`config.mk`:
```
export PLATFORM = sky130hd
export DESIGN_NAME = vbob_ctrl
export DESIGN_NICKNAME = d
export VERILOG_FILES = /design/src/sv/vbob_pkg.sv /design/src/sv/vbob_ctrl.sv
export SDC_FILE = /design/constraint.sdc
export NUM_CORES = 1
export LEC_CHECK = 0
export BUFFER_PORTS_ARGS = -buffer_cell sky130_fd_sc_hd__buf_4
export CAP_MARGIN = 15
export CORE_AREA = 2 2 39 41
export DETAILED_ROUTE_END_ITERATION = 6
export DIE_AREA = 0 0 41 43
export SETUP_SLACK_MARGIN = 0.02
export SKIP_CTS_REPAIR_TIMING = 1
export SYNTH_ARGS = -nofsm -noshare
export SYNTH_HDL_FRONTEND = slang
export SYNTH_SLANG_ARGS = --single-unit
```
`constraint.sdc`:
```
create_clock -name clk -period 1.19 [get_ports clk]
set_input_delay 0.1785 -clock clk [delete_from_list [all_inputs] [get_ports clk]]
set_output_delay 0.1785 -clock clk [all_outputs]
set_load 0.005 [all_outputs]
```
`src/sv/vbob_pkg.sv`:
```
`timescale 1ns / 1ps
// ----------------------------------------------------------------------------
// vbob_pkg
// Shared constants, request codes and controller/datapath interface types
// for the voxel brick occupancy builder.
// ----------------------------------------------------------------------------
package vbob_pkg;

  localparam int MAX_BRICKS = 4096;
  localparam int MAX_DIM    = 64;

  localparam int ADDR_W   = $clog2(MAX_BRICKS);     // brick store address
  localparam int POS_W    = $clog2(MAX_DIM);        // voxel position per axis
  localparam int SIZE_W   = 7;                      // size register width
  localparam int LPOS_W   = 2;                      // position inside a brick
  localparam int BPOS_W   = POS_W - LPOS_W;         // brick coordinate
  localparam int NB_W     = BPOS_W + 1;             // bricks along one axis
  localparam int NBXY_W   = 2 * BPOS_W + 1;         // bricks in one z layer
  localparam int IDX_W    = 3 * BPOS_W + 2;         // full brick index / count
  localparam int MASK_W   = 64;
  localparam int BIT_W    = 6;
  localparam int VALUE_W  = 8;
  localparam int REQ_W    = 2;
  localparam int CFG_IDX_W = 2;

  localparam logic [SIZE_W-1:0] SIZE_RESET = SIZE_W'(MAX_DIM);

  // request codes
  localparam logic [REQ_W-1:0] REQ_SAMPLE = 2'd0;
  localparam logic [REQ_W-1:0] REQ_READ   = 2'd1;
  localparam logic [REQ_W-1:0] REQ_CLEAR  = 2'd2;

  // configuration register indexes
  localparam logic [CFG_IDX_W-1:0] CFG_SIZE_X = 2'd0;
  localparam logic [CFG_IDX_W-1:0] CFG_SIZE_Y = 2'd1;
  localparam logic [CFG_IDX_W-1:0] CFG_SIZE_Z = 2'd2;

  typedef struct packed {
    logic take;        // latch the incoming item
    logic prep;        // register the layer brick count
    logic eval;        // evaluate the item, issue the store read
    logic write_bit;   // write back the word with the new bit set
    logic clear_step;  // zero one store entry, advance the sweep
    logic load_out;    // load the result register
  } vbob_cmd_t;

  typedef struct packed {
    logic [REQ_W-1:0] req;
    logic             set_needed;
    logic             clear_last;
    logic             out_free;
  } vbob_status_t;

  // size register as the volume sees it: 0 acts as 1, above MAX_DIM clamps
  function automatic logic [SIZE_W-1:0] eff_size(input logic [SIZE_W-1:0] s);
    logic [SIZE_W-1:0] r;
    r = s;
    if (s == '0) begin
      r = SIZE_W'(1);
    end else if (s > SIZE_W'(MAX_DIM)) begin
      r = SIZE_W'(MAX_DIM);
    end
    return r;
  endfunction

  function automatic logic [NB_W-1:0] bricks_along(input logic [SIZE_W-1:0] s);
    logic [SIZE_W-1:0] e;
    logic [SIZE_W:0]   t;
    e = eff_size(s);
    t = {1'b0, e} + (SIZE_W + 1)'(3);
    return t[LPOS_W +: NB_W];
  endfunction

endpackage

```
`src/sv/vbob_ctrl.sv`:
```
`timescale 1ns / 1ps
// ----------------------------------------------------------------------------
// vbob_ctrl
// Sequencer: accepts one item at a time, steps the datapath through its
// evaluate / read-modify-write / respond phases and runs the store sweep.
// ----------------------------------------------------------------------------
module vbob_ctrl import vbob_pkg::*; (
  input  logic         clk,
  input  logic         rst,
  input  logic         in_valid,
  output logic         in_stall,
  input  vbob_status_t status,
  output vbob_cmd_t    cmd
);

  localparam logic [2:0] ST_CLEAR = 3'd0;
  localparam logic [2:0] ST_IDLE  = 3'd1;
  localparam logic [2:0] ST_PREP  = 3'd2;
  localparam logic [2:0] ST_EVAL  = 3'd3;
  localparam logic [2:0] ST_WRITE = 3'd4;
  localparam logic [2:0] ST_RESP  = 3'd5;

  logic [2:0] state;
  logic [2:0] state_next;

  assign in_stall = (state != ST_IDLE);

  always_comb begin
    cmd            = '0;
    state_next     = state;
    unique case (state)
      ST_CLEAR: begin
        cmd.clear_step = 1'b1;
        if (status.clear_last) begin
          state_next = ST_IDLE;
        end
      end
      ST_IDLE: begin
        if (in_valid) begin
          cmd.take   = 1'b1;
          state_next = ST_PREP;
        end
      end
      ST_PREP: begin
        cmd.prep   = 1'b1;
        state_next = ST_EVAL;
      end
      ST_EVAL: begin
        cmd.eval = 1'b1;
        priority if (status.req == REQ_SAMPLE) begin
          state_next = status.set_needed ? ST_WRITE : ST_IDLE;
        end else if (status.req == REQ_READ) begin
          state_next = ST_RESP;
        end else if (status.req == REQ_CLEAR) begin
          state_next = ST_CLEAR;
        end else begin
          state_next = ST_IDLE;
        end
      end
      ST_WRITE: begin
        cmd.write_bit = 1'b1;
        state_next    = ST_IDLE;
      end
      ST_RESP: begin
        // hold until the result register has room
        if (status.out_free) begin
          cmd.load_out = 1'b1;
          state_next   = ST_IDLE;
        end
      end
      default: begin
        state_next = ST_IDLE;
      end
    endcase
  end

  always_ff @(posedge clk) begin
    if (rst) begin
      state <= ST_CLEAR;
    end else begin
      state <= state_next;
    end
  end

endmodule

```
Yosys cells after proc, flatten, opt, wreduce, memory -nomap -nowiden
Cells that the tools add are included.
- eq/ne operators: 11
- mux-type cells: 16
- reduce and logical (&&, ||, !) cells: 3
- operators by type and width (cell ; count):
    two-way mux 3 bit ; 6
    one-hot mux 3 bit (5 select lines) ; 1
    two-way mux 1 bit ; 9
    == test 3 x 2 -> 1 bit, second input constant ; 2
    == test 3 bit, second input constant ; 2
    != test 2 bit, second input constant ; 3
    == test 3 x 1 -> 1 bit, second input constant ; 1
    zero test 3 bit ; 1
    != test 3 x 1 -> 1 bit, second input constant ; 1
    AND reduction 3 bit ; 1
    == test 2 x 1 -> 1 bit, second input constant ; 1
    == test 2 bit, second input constant ; 1
    zero test 2 bit ; 1
- register bits after elaboration: 3
- bits of input ports: 8
- output and inout port bits: 7
- word-level logic and storage cells: 31

Depth between registers and ports, before layout
Gate-level depths: netlist of run 1.
- word-level depth: 5
- gate-level depth with buffers: 4
- depth with buffers taken out: 3

Worst setup path before layout of run 1
Ideal clock, no wire load.
- kind: register to register
- start: register state[1]
- end: register state[1]
- setup time: 78 ps
- arrival time: 834 ps
- data required time: 1112 ps
- path slack: 279 ps
- cell stages (with the launch flop): 4
- path buffers: 1
- period minus slack after synthesis: 911 ps
- cell sequence: dfxtp_1 buf_6 mux2_4 nor3_1
- longest elaborated chain between the ends: 3
- elaborated cells between the ends (all ways): 10
- classes of those cells: eq/ne (7); mux (1); reduce/logical (2)
- RTL lines (item ; RTL line ; text):
    from (decl) ; vbob_ctrl.sv:23 ; logic [2:0] state;
    from (signal assigned) ; vbob_ctrl.sv:81 ; state <= state_next;
    == test 3 bit (tied with other cells) ; vbob_ctrl.sv:31 ; unique case (state)
    != test 2 bit (no source line) ; - ;
    AND reduction 3 bit (no source line) ; - ;
Parallel ways exist; a longest one is shown, timed or not.
A chain may end at the register's enable or synchronous reset.

==> results of run 1 <==
==> power groups by stage <==
stage | sequential, mW | combinational (mW) | clock [mW]
floorplan | 0.112 | 0.0491 | 0
global placement | 0.124 | 0.0759 | 0
detailed placement | 0.124 | 0.0764 | 0
CTS | 0.123 | 0.0765 | 0.195
global route | 0.122 | 0.0892 | 0.206
finish | 0.119 | 0.0817 | 0.188
==> worst max-delay path by stage <==
stage / start / end / slack (ns)
floorplan: state[1]$_SDFFE_PP0P_ / state[1]$_SDFFE_PP0P_ / 0.28
global placement: state[1]$_SDFFE_PP0P_ / state[2]$_SDFFE_PP0P_ / 0.07
detailed placement: state[1]$_SDFFE_PP0P_ / state[2]$_SDFFE_PP0P_ / 0.10
CTS: state[1]$_SDFFE_PP0P_ / cmd[5] / -0.10
global route: state[1]$_SDFFE_PP0P_ / cmd[5] / -0.02
finish: state[1]$_SDFFE_PP0P_ / cmd[5] / 0.04
==> worst register-to-register path: cells and delay by family, from the launching register on <==
kind          cells  cell delay, ns
buf+inv           1            0.17
simple gates      1            0.12
flops             1            0.37
mux               1            0.31
==> cell usage in the layout, fill, tap and decap left out, drive strengths merged <==
cell    count
nor3        4
and3        1
a311oi      1
o22ai       1
inv         2
dfxtp       3
nand2       3
nor2        5
mux2        1
nand2b      2
o21a        1
nor4        3
buf        14
clkbuf      5
==> kinds of logic after synthesis <==
group	Yosys count	share of synthesized area (%)
muxes	1	7.18
AOI/OAI and AO/OA	3	10.8
buffers and inverters	4	11.4
and+or+nand+nor	18	41.9
DFF	3	28.7
==> per-layer routing <==
layer	part of all wire (%)	GRT usage, %	wire (um)
met1	49	11.5	284
met2	36	7.19	209
met3	12	4.71	67
met4	2.8	8.00	16
met5	0	0	0
==> through the flow <==
step | instance area [um2] | total power [mW] | setup WS, ns
after floorplan | 209 | 0.161 | 0.279
after global placement | 318 | 0.200 | 0.0670
after detailed placement | 318 | 0.201 | 0.102
after CTS | 344 | 0.394 | -0.103
after global routing | 373 | 0.417 | -0.0239
final | 373 | 0.389 | 0.0362
==> final cells by class <==
cell class / instances / area [um2]
clock buffers: 4 / 26.3
fillers: 159 / 1010
inverters: 2 / 10.0
multi-input cells: 22 / 135
flip-flops and latches: 3 / 71.3
well taps: 16 / 20.0
repair buffers: 15 / 110
==> synthesized netlist by cell type <==
cell type	n
inv_1	1
nand2_1	3
nor4_1	3
nand2b_1	2
mux2_4	1
dfxtp_1	3
a311oi_1	1
nor2_1	5
nor3_1	4
buf_2	1
inv_2	1
o22ai_1	1
buf_6	1
and3_1	1
o21a_1	1
==> results.py, run 1 <==
metrics = {
    "pwr": {
        "p_seq_share_pct": 30.6,
        "power_leakage_nw": 0.165,
        "peakVddDrop_uv": 480,
        "power_switching_mw": 0.107,
        "power.density_nw_per_um2": 1040,
        "p_comb_share_pct": 21.0,
        "netSwitchingFraction_pct": 27.6,
        "internal_power_mw": 0.282,
        "clock_power_share_pct": 48.4,
    },
    "sta": {
        "max_freq_mhz": 867,
        "slew_viol_final": 0,
        "fin_setup_tns_ns": 0,
        "relSlewSlack_pct": 83.2,
        "grt_setup_unrepaired": "yes",
        "fin_crit_ns": 1.15,
        "worst_pin_slew_ns": 0.250,
        "finalCritPeriodShare_pct": 97.0,
        "finalHoldViolCount": 0,
        "hold_ws_ns": 0.122,
        "setup-violations-final": 0,
        "final.setup_skew_ns": 0.00704,
    },
    "detailed_routing": {
        "firstDrtPassIters": 2,
        "drt_iter0_markers": 2,
        "postRouteAntennaNets": 0,
        "routed_via_density": 4.32,
        "wl_um": 578,
        "dr_total_vias": 268,
        "drt-wirelength-per-cell_um": 9.32,
        "route.detailed.drc": 0,
    },
    "logic_synthesis": {
        "synth_fp_nets": 37,
        "synth_area_um2": 209,
        "synth.area.top_cells": "dfxtp_1, nor3_1, nor2_1",
        "synth.distinct_cells": 15,
        "synth_area_leader_cell": "dfxtp_1",
        "ys_warn_count": 0,
        "ys_ff_latch": 3,
        "yosysSeqAreaShare_pct": 28.7,
        "netlist.area_leader.share_pct": 28.7,
        "synthCells": 29,
        "syn_avg_cell_area_um2": 7.21,
    },
    "setup_path": {
        "end_kind": "output port",
        "r2r-end": "state[1]$_SDFFE_PP0P_",
        "path_depth": 4,
        "worst-path-buf-inv": 1,
        "cp_max_fo": 7,
        "rrSetupSlack_ns": 0.14,
        "slowest_delay_ns": 0.36,
        "crit_family": "flip-flops",
        "crit_slowest_cell": "dfxtp_4",
        "worstPathCellList": "nor2_1 -> nand2_1 -> nor2_1 -> buf_4",
        "critPathLaunchType": "flop",
        "critPathKind": "flop to output port",
        "crit_top_cell": "nor2_1",
        "ff2ff_path_depth": 3,
        "critPathRequiredTime_ns": 1.01,
        "crit_arrival_ns": 0.98,
        "reg2reg_from": "state[1]$_SDFFE_PP0P_",
    },
    "cts": {
        "cts_tree": "yes",
        "clock-sinks": 3,
        "ctsHtreeMaxLevel": 1,
        "cts_buffer_depth": 2,
        "numCtsBuffers": 3,
        "clock-root-buffer": "clkbuf_4",
        "clk_pin_slew_ns": 0.04,
        "clock_latency_ns": 0.24,
    },
    "finish": {
        "area_growth_syn_to_layout_pct": 78.4,
        "regMostFlops": "state",
        "num_antenna_cells": 0,
        "largest_reg_flops": 3,
        "post-route-util_pct": 26.9,
        "stdcell_count": 62,
        "reg_top3": "state (3)",
        "num-nets-final": 55,
        "drive_gt1_share_pct": 54.3,
    },
    "grt": {
        "grt_pass1_vias": 212,
        "antenna_found_initial": 0,
        "grtUsageTotal_pct": 8.02,
        "grt_max_degree": 12,
        "grt_pass1_wl_um": 883,
        "overflow": 0,
    },
    "hold_path": {
        "min_from": "rst",
        "hold_depth": 2,
        "hold-path-endpoint": "state[0]$_SDFFE_PP0P_",
        "hold_path_class": "input pin to flop",
    },
    "place": {
        "post-dp-hpwl_um": 421,
        "routabilityCongestion": 0.738,
        "portBuffers": 14,
        "place_inst": 57,
    },
    "run_status": {
        "status": "completed",
    },
    "die": {
        "die_h_um": 43,
        "ioPinCount": 15,
        "num_rows": 14,
        "initial_core_util_pct": 15.1,
        "dieArea_um2": 1760,
        "die_w_um": 41,
        "core-area_um2": 1380,
    },
    "run": {
        "maxCapViolations": 0,
    },
}
No activity file was read; power rests on OpenSTA's default activity.
==> run 2: changes to the inputs <==
Settings changed: RECOVER_POWER set to 100, SKIP_CTS_REPAIR_TIMING 1 to unset.
==> run 2 against run 1 <==
Die area unchanged. Via count is 0.37% lower. Core utilization shrank 0.54 points. Clock power about the same. Largest power group unchanged. Highest routed layer unchanged.
==> results.py, run 2 (same netlist as run 1, synthesis figures left out) <==
metrics = {
    "setup_path": {
        "ff2ff_path_depth": 3,
        "crit_arrival_ns": 0.98,
        "reg2reg_from": "state[1]$_SDFFE_PP0P_",
        "slowest_delay_ns": 0.35,
        "cp_max_fo": 6,
        "end_kind": "output port",
        "worst-path-buf-inv": 1,
        "crit_family": "flip-flops",
        "crit_slowest_cell": "dfxtp_4",
        "critPathRequiredTime_ns": 1.01,
        "critPathKind": "flop to output port",
        "r2r-end": "state[1]$_SDFFE_PP0P_",
        "critPathLaunchType": "flop",
        "rrSetupSlack_ns": 0.14,
        "worstPathCellList": "nand2b_1 -> nor2_1 -> buf_4",
    },
    "place": {
        "portBuffers": 14,
        "post-place-ws_ns": 0.102,
        "post-dp-hpwl_um": 421,
        "place_inst": 57,
        "routabilityCongestion": 0.738,
    },
    "run": {
        "maxCapViolations": 0,
    },
    "grt": {
        "antenna_found_initial": 0,
        "grt.busiest_layer": "met1",
        "met2_usage_pct": 7.19,
        "grt_pass1_vias": 212,
        "grtUsageTotal_pct": 8.12,
        "met1_usage_pct": 11.8,
        "grt_max_degree": 12,
        "grt_pass1_wl_um": 897,
        "overflow": 0,
        "use_met3_pct": 4.71,
    },
    "sta": {
        "fin_ws_ns": 0.0322,
        "grt_setup_unrepaired": "yes",
        "final.setup_skew_ns": 0.00774,
        "finalHoldViolCount": 0,
        "worst_pin_slew_ns": 0.257,
        "relSlewSlack_pct": 82.7,
        "max_freq_mhz": 864,
        "setup-violations-final": 0,
        "slew_viol_final": 0,
        "finalCritPeriodShare_pct": 97.3,
        "fin_crit_ns": 1.16,
    },
    "die": {
        "core-area_um2": 1380,
        "ioPinCount": 15,
        "num_rows": 14,
        "die_h_um": 43,
        "die_w_um": 41,
        "dieArea_um2": 1760,
        "initial_core_util_pct": 15.1,
    },
    "finish": {
        "final_common_cell": "buf_4",
        "regMostFlops": "state",
        "drive_gt1_share_pct": 52.2,
        "post-route-util_pct": 26.4,
        "largest_reg_flops": 3,
        "stdcell_count": 62,
        "area_growth_syn_to_layout_pct": 74.9,
        "reg_top3": "state (3)",
        "num-nets-final": 55,
        "fillers": 160,
        "layout_common_cells": "buf_4, nor2_1",
        "num_antenna_cells": 0,
    },
    "pwr": {
        "power.density_nw_per_um2": 1070,
        "peakVddDrop_uv": 471,
        "power_leakage_nw": 0.163,
        "fin_total_pwr_mw": 0.389,
    },
    "detailed_routing": {
        "drt_iter0_markers": 2,
        "routed_via_density": 4.31,
        "firstDrtPassIters": 2,
        "postRouteAntennaNets": 0,
        "route.detailed.drc": 0,
        "dr_total_vias": 267,
        "wl_um": 588,
        "drt-wirelength-per-cell_um": 9.48,
    },
    "cts": {
        "clock-sinks": 3,
        "clock-root-buffer": "clkbuf_4",
        "hold_buffers": 0,
        "clk_pin_slew_ns": 0.04,
        "ctsHtreeMaxLevel": 1,
        "clock_latency_ns": 0.24,
        "cts_tree": "yes",
        "numCtsBuffers": 3,
        "cts_buffer_depth": 2,
    },
    "hold_path": {
        "hold_depth": 2,
        "hold-path-endpoint": "state[0]$_SDFFE_PP0P_",
        "min_from": "rst",
        "hold_path_class": "input pin to flop",
    },
    "run_status": {
        "status": "completed",
    },
}
==> run 2: cell types whose count changed in the layout (fill, tap and decap cells not counted) <==
| cell | delta |
|---|---|
| inv_2 | +1 |
| inv_4 | -1 |
| nor3_1 | +1 |
| nor3_2 | -1 |
==> run 2: through the flow <==
stage | cell area (um2) | setup TNS (ns) | hold slack (ns)
floorplan | 209 | 0 | 0.251
global placement | 318 | 0 | 0.381
detailed placement | 318 | 0 | 0.383
CTS | 355 | 0 | 0.117
global route | 365 | -0.0270 | 0.120
finish | 365 | 0 | 0.121
==> run 2: how the worst max path moves through the flow <==
| stage | cells past startpoint | start | to |
|---|---|---|---|
| 2_1_floorplan | 3 | state[1]$_SDFFE_PP0P_ | state[1]$_SDFFE_PP0P_ |
| 3_3_place_gp | 3 | state[1]$_SDFFE_PP0P_ | state[2]$_SDFFE_PP0P_ |
| 3_5_place_dp | 3 | state[1]$_SDFFE_PP0P_ | state[2]$_SDFFE_PP0P_ |
| 4_1_cts | 4 | state[1]$_SDFFE_PP0P_ | cmd[5] |
| 5_1_grt | 4 | state[1]$_SDFFE_PP0P_ | cmd[5] |
| 6_report | 3 | state[2]$_SDFFE_PP0P_ | cmd[4] |
==> run 2: routing by layer <==
layer  share of wire, %  wire length (um)
met2                 35               204
met1                 51               300
met5                  0                 0
met4                2.7                16
met3                 11                67
==> run 2: cell type report <==
| type | instances | area (um2) | area share [%] |
|---|---|---|---|
| multi-input cells | 22 | 130 | 35.6 |
| repair buffers | 15 | 110 | 30.1 |
| flip-flops and latches | 3 | 71.3 | 19.5 |
| clock buffers | 4 | 26.3 | 7.19 |
| well taps | 16 | 20.0 | 5.48 |
| inverters | 2 | 7.51 | 2.05 |
==> run 2: worst reg2reg max path, delay by kind of cell, from the launching register on <==
| kind | cells | cell delay, ns |
|---|---|---|
| AND/OR/NAND/NOR | 1 | 0.12 |
| buffers and inverters | 1 | 0.17 |
| flip-flops | 1 | 0.37 |
| multiplexers | 1 | 0.31 |
==> run 2: timing repair <==
item | 4_1_cts | 5_1_grt
cloned | 0 | 0
setup buffers | 0 | 1
resized for setup | 6 | 1
pin swaps | 0 | 1
setup endpoints to repair | 7 | 5
==> run 2: power by group <==
part	internal, mW	switching [mW]	leakage (nW)
Clock	0.126	0.0628	0.0150
Combinational	0.0506	0.0311	0.121
Sequential	0.105	0.0135	0.0267
==> run 3: changes to the inputs <==
Settings changed: ABC_AREA set to 1.
==> run 3 against run 2 <==
The flow now finishes with violations (negative setup slack). Maximum frequency shrank 2.8%. Combinational power grew 150%. Clock skew shrank 0.0076 ns. Sequential power grew 16%. Area after synthesis grew 7.8%. Largest cell class unchanged.
==> results.py, run 3 <==
metrics = {
    "logic_synthesis": {
        "synth-edff-count": 0,
        "synth.distinct_cells": 15,
        "netlist.area_leader.share_pct": 26.7,
        "synthFlopType": "dfxtp_1",
        "syn_avg_cell_area_um2": 6.09,
        "synth_fp_nets": 45,
        "synth_area_um2": 225,
        "ys_ff_latch": 3,
        "synthArstFlopShare_pct": 0,
        "synth_commonest_cells": "nor2_1, inv_1, nand2_1",
        "synthCells": 37,
        "synth_area_leader_cell": "dfxtp_1",
        "synth.area.top_cells": "dfxtp_1, nor2_1, inv_1",
        "ys_warn_count": 0,
        "yosysSeqAreaShare_pct": 26.7,
        "yosysMostFrequentCell": "nor2_1",
    },
    "setup_path": {
        "cp_max_fo": 4,
        "worst-path-buf-inv": 1,
        "slowest_delay_ns": 0.37,
        "critPathKind": "flop to output port",
        "critPathRequiredTime_ns": 1.01,
        "crit_arrival_ns": 1.01,
        "crit_slowest_cell": "dfxtp_4",
        "worstPathCellList": "nor4_2 -> buf_4",
        "crit_family": "flip-flops",
        "end_kind": "output port",
        "critPathLaunchType": "flop",
    },
    "pwr": {
        "peakVddDrop_uv": 451,
        "power_leakage_nw": 0.227,
        "power.density_nw_per_um2": 1120,
    },
    "die": {
        "ioPinCount": 15,
        "num_rows": 14,
        "core-area_um2": 1380,
        "die_h_um": 43,
        "initial_core_util_pct": 16.3,
        "dieArea_um2": 1760,
        "die_w_um": 41,
    },
    "grt": {
        "grt_max_degree": 7,
        "overflow": 0,
        "grt_pass1_wl_um": 945,
        "grt_pass1_vias": 257,
        "grtUsageTotal_pct": 8.32,
        "antenna_found_initial": 0,
    },
    "cts": {
        "clock_latency_ns": 0.23,
        "clock-sinks": 3,
        "numCtsBuffers": 3,
        "ctsHtreeMaxLevel": 1,
        "hold_buffers": 0,
        "cts_buffer_depth": 2,
        "clock-root-buffer": "clkbuf_4",
        "cts_tree": "yes",
        "clk_pin_slew_ns": 0.04,
    },
    "sta": {
        "fin_crit_ns": 1.19,
        "hold_ws_ns": 0.118,
        "fin_ws_ns": -0.00153,
        "setup-violations-final": 1,
        "finalHoldViolCount": 0,
        "slew_viol_final": 0,
        "final.setup_skew_ns": 0.000110,
        "worst_pin_slew_ns": 0.197,
        "max_freq_mhz": 839,
        "relSlewSlack_pct": 86.7,
        "fin_setup_tns_ns": -0.00153,
        "finalCritPeriodShare_pct": 100,
        "grt_setup_unrepaired": "yes",
    },
    "finish": {
        "area_growth_syn_to_layout_pct": 106,
        "final_common_cell": "buf_4",
        "num_antenna_cells": 0,
        "regMostFlops": "state",
        "largest_reg_flops": 3,
        "num-nets-final": 69,
        "drive_gt1_share_pct": 60.0,
        "layout_common_cells": "buf_4, nor2_1, inv_1, nand2_1, clkbuf_4",
        "reg_top3": "state (3)",
    },
    "detailed_routing": {
        "drt_iter0_markers": 8,
        "postRouteAntennaNets": 0,
        "route.detailed.drc": 0,
        "wl_um": 694,
        "dr_total_vias": 325,
        "firstDrtPassIters": 4,
        "drt-wirelength-per-cell_um": 9.13,
        "routed_via_density": 4.28,
    },
    "place": {
        "portBuffers": 14,
        "post-place-ws_ns": 0.111,
        "post-dp-hpwl_um": 511,
        "routabilityCongestion": 0.714,
    },
    "hold_path": {
        "hold_path_class": "input pin to flop",
    },
    "run_status": {
        "violations": "negative setup slack",
        "status": "complete, but fails checks",
    },
    "run": {
        "maxCapViolations": 0,
    },
}
[run 3: final timing paths]
path                                 to                  start  slack (ns)  cells past startpoint
setup / recovery                 cmd[0]  state[1]$_SDFFE_PP0P_      -0.002                      2
hold / removal    state[2]$_SDFFE_PP0P_                    rst        0.12                      2
setup reg to reg  state[0]$_SDFFE_PP0P_  state[0]$_SDFFE_PP0P_        0.08                      6
hold reg to reg   state[2]$_SDFFE_PP0P_  state[0]$_SDFFE_PP0P_        0.62                      4
[run 3: power by group]
group / internal (mW) / switching [mW]
clock: 0.126 / 0.0518
sequential: 0.114 / 0.0244
combinational: 0.111 / 0.0910
total: 0.350 / 0.167
[run 3: final cells by class]
class	instances	area (um2)
Fill cell	157	920
Multi-Input combinational cell	26	163
Timing Repair Buffer	19	146
Sequential cell	3	68.8
Inverter	8	40.0
Clock buffer	4	26.3
Tap cell	16	20.0
[run 3: per-layer routing]
layer | vias up | share of wire [%] | track usage [%]
met3 | 2 | 5.0 | 3.14
met4 | 0 | 1.2 | 8.00
met1 | 152 | 38 | 8.63
li1 | 166 | - | -
met2 | 5 | 55 | 11.9
met5 | - | 0 | 0
[run 3: cell families after synthesis]
group,count (synthesis),synth area share [%]
buf+inv,8,13.3
simple gates,23,53.3
compound gates,3,6.66
flops,3,26.7
[run 3: repair_timing]
action,in CTS,in global routing
setup endpoints to repair,7,6
gates resized for setup,7,10
pin swaps,2,4
buffers inserted,2,2
[run 3: stage by stage]
| stage | power (mW) | utilization, % | instances | area [um2] |
|---|---|---|---|---|
| floorplan | 0.207 | - | 37 | 225 |
| global placement | 0.273 | 25.9 | 68 | 358 |
| detailed placement | 0.275 | 25.9 | 68 | 358 |
| CTS | 0.483 | 30.3 | 74 | 419 |
| global route | 0.562 | 33.5 | 76 | 464 |
| finish | 0.518 | 33.5 | 76 | 464 |
